===== src/rtl/core/ppu_pkg.sv =====
`timescale 1ns / 1ps
package ppu_pkg;

    localparam logic [1:0] MODE_EMIT  = 2'd0;
    localparam logic [1:0] MODE_TICK  = 2'd1;
    localparam logic [1:0] MODE_CLEAR = 2'd2;

    localparam logic KIND_ACK = 1'b0;
    localparam logic KIND_REC = 1'b1;

    localparam int QUOT_W = 17;

    typedef logic [2:0][15:0] vec_t;
    typedef logic [3:0][11:0] col_t;

    // One pool slot as kept in the slot memory
    typedef struct packed {
        vec_t        pos;
        vec_t        vel;
        vec_t        acc;
        vec_t        scale_b;
        vec_t        scale_e;
        col_t        col_b;
        col_t        col_e;
        vec_t        spin;
        vec_t        rot;
        logic [15:0] age;
        logic [15:0] life;
        logic [15:0] drag;
    } entry_t;

    // One result word
    typedef struct packed {
        logic        kind;
        logic [5:0]  slot;
        logic        full;
        vec_t        pos;
        vec_t        scale;
        col_t        col;
        vec_t        rot;
    } rec_t;

    typedef struct packed {
        logic              busy;
        logic              done;
        logic [QUOT_W-1:0] quot;
    } div_status_t;

    function automatic logic [15:0] sat16(input logic signed [40:0] x);
        logic [15:0] r;
        if (x > 41'sd32767)
            r = 16'h7FFF;
        else if (x < -41'sd32768)
            r = 16'h8000;
        else
            r = x[15:0];
        return r;
    endfunction

endpackage


===== src/rtl/core/ppu_div.sv =====
`timescale 1ns / 1ps
module ppu_div
(
    input  logic                clk,
    input  logic                rst_n,
    input  logic                start,
    input  logic [32:0]         dividend,
    input  logic [15:0]         divisor,
    output ppu_pkg::div_status_t status
);
    import ppu_pkg::*;

    // Dividend is known to be below divisor * 2^17, so 17 quotient bits suffice
    logic              busy_reg;
    logic              done_reg;
    logic [4:0]        cnt_reg;
    logic [16:0]       rem_reg;
    logic [16:0]       low_reg;
    logic [QUOT_W-1:0] q_reg;
    logic [15:0]       dsr_reg;
    logic [17:0]       trial;
    logic              qbit;

    assign trial = {rem_reg, low_reg[16]};
    assign qbit  = (trial >= {2'b00, dsr_reg});

    always_ff @(posedge clk or negedge rst_n)
    begin
        if (!rst_n)
        begin
            busy_reg <= 1'b0;
            done_reg <= 1'b0;
            cnt_reg  <= 5'd0;
        end
        else
        begin
            done_reg <= 1'b0;
            if (start)
            begin
                busy_reg <= 1'b1;
                cnt_reg  <= 5'(QUOT_W);
                rem_reg  <= {1'b0, dividend[32:17]};
                low_reg  <= dividend[16:0];
                q_reg    <= '0;
                dsr_reg  <= divisor;
            end
            else if (busy_reg)
            begin
                // Shift in one dividend bit, subtract when it fits
                rem_reg <= qbit ? 17'(trial - {2'b00, dsr_reg}) : trial[16:0];
                low_reg <= {low_reg[15:0], 1'b0};
                q_reg   <= {q_reg[QUOT_W-2:0], qbit};
                cnt_reg <= cnt_reg - 5'd1;
                if (cnt_reg == 5'd1)
                begin
                    busy_reg <= 1'b0;
                    done_reg <= 1'b1;
                end
            end
        end
    end

    assign status.busy = busy_reg;
    assign status.done = done_reg;
    assign status.quot = q_reg;

endmodule


===== config.mk =====
export PLATFORM = sky130hd
export DESIGN_NAME = ppu_div
export DESIGN_NICKNAME = d
export VERILOG_FILES = /design/src/rtl/core/ppu_pkg.sv /design/src/rtl/core/ppu_div.sv
export SDC_FILE = /design/constraint.sdc
export NUM_CORES = 1
export LEC_CHECK = 0
export BUFFER_PORTS_ARGS = -buffer_cell sky130_fd_sc_hd__clkbuf_2
export CORE_MARGIN = 5
export CORE_UTILIZATION = 57
export DETAILED_ROUTE_END_ITERATION = 10
export GPL_TIMING_DRIVEN = 0
export PLACE_DENSITY_LB_ADDON = 0.15
export SLEW_MARGIN = 20
export SYNTH_ARGS = -nofsm -noshare
export SYNTH_HDL_FRONTEND = slang
export SYNTH_SLANG_ARGS = --single-unit
export TNS_END_PERCENT = 50

===== constraint.sdc =====
create_clock -name clk -period 2.8 [get_ports clk]
set_input_delay 0.28 -clock clk [delete_from_list [all_inputs] [get_ports clk]]
set_output_delay 0.28 -clock clk [all_outputs]
set_load 0.005 [all_outputs]

Yosys cells after proc, flatten, opt, wreduce, memory -nomap -nowiden --
Cells that the tools add are included.
Storage, ports and cells: bits in registers 74
Operators by class: $add $sub $neg 2, $lt $le $gt $ge 1, equal/unequal tests 1, mux-type cells 14, reductions and logical operators 3
Operators with widths (number):
- two-way mux 17 bit | 5
- greater-or-equal comparator 18 x 16 -> 1 bit | 1
- subtractor 17 x 16 -> 17 bit | 1
- two-way mux 16 bit | 1
- two-way mux 5 bit | 2
- two-way mux 1 bit | 6
- == test 5 x 1 -> 1 bit (second input constant) | 1
- subtractor 5 x 1 -> 5 bit (second input constant) | 1
- AND reduction 2 bit | 2
- nonzero test 2 bit | 1

Longest topological paths before layout --
depth in word-level cells 4, depth in mapped cells 11, gate-level depth less buffers 9

Worst setup path before layout --
No wires, ideal clock.
path type register to register, start point register rem_reg[7], end point register rem_reg[10] (data pin), data arrival time 2.252 ns, required time 2.544 ns, setup slack 0.292 ns, stages on the path, launching flop included 9, buffers on the path 1, cell sequence edfxtp_1 ha_1 o21ai_0 o21a_1 or4_4 and3_1 buf_6 a32o_1 a31o_2
Between the ends: word-level cells in the longest chain between the ends 4
RTL lines:
- start: declaration | line ppu_div.sv:17 | logic [16:0] rem_reg;
- start signal: assignment | line ppu_div.sv:42 | rem_reg <= {1'b0, dividend[32:17]};
- start signal: assignment | line ppu_div.sv:50 | rem_reg <= qbit ? 17'(trial - {2'b00, dsr_reg}) : trial[16:0];
- subtractor 17 x 16 -> 17 bit or greater-or-equal comparator 18 x 16 -> 1 bit (tied branches) | line ppu_div.sv:50, ppu_div.sv:25
- two-way mux 17 bit * | line ppu_div.sv:50
- two-way mux 17 bit * | line ppu_div.sv:47 | else if (busy_reg)
- two-way mux 16 bit * | line ppu_div.sv:38 | if (start)
Every way passes the cells marked *; elsewhere a longest branch is shown, timed or not. The select of a mux whose other input is x is not followed. A chain may end at the register's enable or synchronous reset.

Worst setup path in the final report --
start point register low_reg[16], end point register rem_reg[14] (data pin)
Between the ends: word-level cells in the longest chain between the ends 4
RTL lines:
- start: declaration | line ppu_div.sv:18 | logic [16:0] low_reg;
- start signal: assignment | line ppu_div.sv:43 | low_reg <= dividend[16:0];
- start signal: assignment | line ppu_div.sv:51 | low_reg <= {low_reg[15:0], 1'b0};
- subtractor 17 x 16 -> 17 bit or greater-or-equal comparator 18 x 16 -> 1 bit (tied branches) | line ppu_div.sv:50, ppu_div.sv:25
- two-way mux 17 bit * | line ppu_div.sv:50
- two-way mux 17 bit * | line ppu_div.sv:47
- two-way mux 16 bit * | line ppu_div.sv:38
Marked as above.

==> impl_metrics.yaml <==
run_status:
  status: "finished clean"
synth:
  syn_area_per_cell_um2: 11.34
  syn-cell-area_um2: 4172
  synthArstFlopShare: 0.09459
  synth_edf_count: 67
  synthFlopType: "edfxtp_1"
  synthesis.instances: 368
  yosysTopAreaCell: "edfxtp_1"
  synth_top_area_share: 0.4823
  synth-seq-cells: 74
  yosysWarnings: 0
  synth.yosys.seq_area_share: 0.5243
  synth_cell_type_count: 61
  synth_area_leaders: "edfxtp_1 48%, ha_1 5.4%, mux2i_1 4.3%, mux2_2 4.3%, dfrtp_1 4.2%"
  synth_common_cells: "67 x edfxtp_1, 32 x nor2_1, 22 x nand2_1"
  syn_nets: 439
  synthMostInstantiatedCell: "edfxtp_1"
global_route:
  grt_pass1_wl_um: 14750
  antenna_found_initial: 0
  grt-ovfl-total: 0
  grt_max_degree: 28
  grt_use_total: 0.2134
  grt_pass1_vias: 3114
critical_path:
  crit_type: "register to register"
  crit_fanout: 5
  crit_required_ps: 3020
  cp_data_arrival_time_ps: 2970
  path_cells: "inv_1 > ha_1 > fa_1 > nor2b_2 > o31ai_1 > a2111oi_1 > nor2_1 > a2111o_1 > nand2_1"
  startpoint_type: "register"
  cp_slowest_cell: "a2111oi_1"
  critPathMaxStageDelay_ps: 690
  endpoint_kind: "register"
floorplan:
  start_util: 0.5813
  dieArea_um2: 9129
  rows: 31
  die_w_um: 95.55
  fp.coreArea_um2: 7176
  io-pin-count: 71
  fp.dieH_um: 95.55
detailed_routing:
  drc: 0
  viasPerCell: 5.802
  vias: 3226
  wl_per_cell_um: 16.93
  postRouteWirelength_um: 9415
  drt-initial-drc-count: 198
  antenna_left: 0
  firstDrtPassIters: 7
timing:
  worstMarginPinSlew_ps: 837.6
  slew_headroom: 0.4416
  fin_ws_ps: 44.00
  fmax_ghz: 0.3628
  finalSetupTns_ps: 0
  final.period_utilization: 0.9843
  finalSetupViolCount: 0
  rsz0062_at_grt: "false"
  period_needed_ps: 2756
  worst_hold_slack_ps: 105.4
  finClkSkew_ps: 9.539
  finalHoldViolCount: 0
  slew_violations: 0
finish:
  fin_nets: 523
  antenna_cells: 0
  fillCellCount: 567
  area.growth.synth_to_final_pct: 19.23
  finalInstanceArea_um2: 4974
  layout-drive-gt1-share: 0.2779
cts:
  cts_tree: "yes"
  clockBufferDepth: 2
  clkTransAtPathRegs_ps: 80
  cts-root-buf: "clkbuf_8"
  clock_latency_ps: 350
  htreeDepth: 3
  cts.sinks: 74
  numCtsBuffers: 9
pwr:
  power.total_mw: 3.610
  power.density_nw_per_um2: 725.8
  ir_drop_mv: 0.3543
  p_leak_nw: 2.122
run:
  drv_cap: 0
place:
  io_buffers: 69
  placed_area_um2: 4662
  dp_slack_ps: -119.8
  hpwlAfterDp_um: 6580
  place_congestion: 0.9001
worst_hold_path:
  min_path_type: "input pin to register"
[final timing paths]
check	end	from	cells after the start	slack (ps)
min	dsr_reg[6]	divisor[6]	1	110
min reg2reg	cnt_reg[4]	cnt_reg[4]	2	530
max	rem_reg[14]	low_reg[16]	9	40
max in group asynchronous	busy_reg	rst_n	2	1900
max reg2reg	rem_reg[14]	low_reg[16]	9	40
min in group asynchronous	cnt_reg[0]	rst_n	2	490
[kinds of logic after synthesis]
kind of cell / synth area share
simple gates: 0.1278
flops: 0.5243
xor+xnor: 0.02309
fa+ha+maj: 0.05879
buf+inv: 0.04199
compound gates: 0.1377
mux: 0.08638
[placed cells by master (no fill, tap or decap), types with 3 or more instances in the layout]
cell / synthesis / final
xnor2_1: 10 / 10
mux2_2: 16 / 16
clkinvlp_4: 0 / 3
nand2_1: 22 / 22
mux2i_1: 18 / 18
nor2b_1: 4 / 3
nand3_1: 12 / 12
inv_1: 21 / 21
nor3_1: 7 / 7
clkbuf_2: 0 / 70
nand4_1: 3 / 3
nor2_1: 32 / 32
a21o_1: 6 / 6
clkbuf_1: 15 / 14
and2_1: 3 / 3
o21ai_0: 17 / 17
edfxtp_1: 67 / 67
dfrtp_1: 7 / 7
ha_1: 18 / 14
o311ai_1: 4 / 3
a211oi_1: 3 / 3
a32oi_1: 5 / 3
a21oi_1: 13 / 13
buf_4: 2 / 6
nand2b_1: 8 / 8
clkbuf_8: 0 / 9
[per-layer routing]
metal / vias to the layer above / share of wire / track usage
met1: 1509 / 0.43 / 0.2921
li1: 1554 / - / -
met5: - / 0 / 0
met2: 142 / 0.46 / 0.3231
met4: 0 / 0.025 / 0.08412
met3: 21 / 0.081 / 0.05762
[critical path, delay by kind of cell (launching register included)]
kind                       cells  cell delay [ps]
AOI/OAI and AO/OA              3             1240
buffers and inverters          1               50
DFF                            1              360
adders and majority gates      2              640
and+or+nand+nor                3              340
[repair_timing]
| item | 4_1_cts | 5_1_grt |
|---|---|---|
| hold endpoints to repair | 7 | 0 |
| endpoints found under the setup margin | 17 | 15 |
| resized for setup | 5 | 15 |
| hold buffers | 1 | 0 |
| buffers inserted | 0 | 3 |
| pin swaps | 0 | 1 |
[layout make-up]
cell class / count / area, um2 / share of cell area
Clock buffer: 10 / 127.6 / 0.02566
Multi-Input combinational cell: 252 / 1893 / 0.3806
Timing Repair Buffer: 74 / 397.9 / 0.08000
Tap cell: 99 / 123.9 / 0.02491
Clock inverter: 6 / 66.31 / 0.01333
Inverter: 21 / 78.83 / 0.01585
Sequential cell: 74 / 2187 / 0.4397
Buffer: 20 / 98.84 / 0.01987
[per-stage QoR]
| stage | util | cells |
|---|---|---|
| 2_1_floorplan | - | 368 |
| 3_3_place_gp | 0.6467 | 536 |
| 3_5_place_dp | 0.6497 | 537 |
| 4_1_cts | 0.6804 | 554 |
| 5_1_grt | 0.6931 | 556 |
| 6_report | 0.6931 | 556 |
[power by group]
| part | switching [mW] | internal [mW] | total, mW |
|---|---|---|---|
| clock network | 0.407 | 0.413 | 0.820 |
| registers | 0.105 | 1.42 | 1.52 |
| logic | 0.702 | 0.565 | 1.27 |
Note: power is estimated with default switching activity, not from simulation.
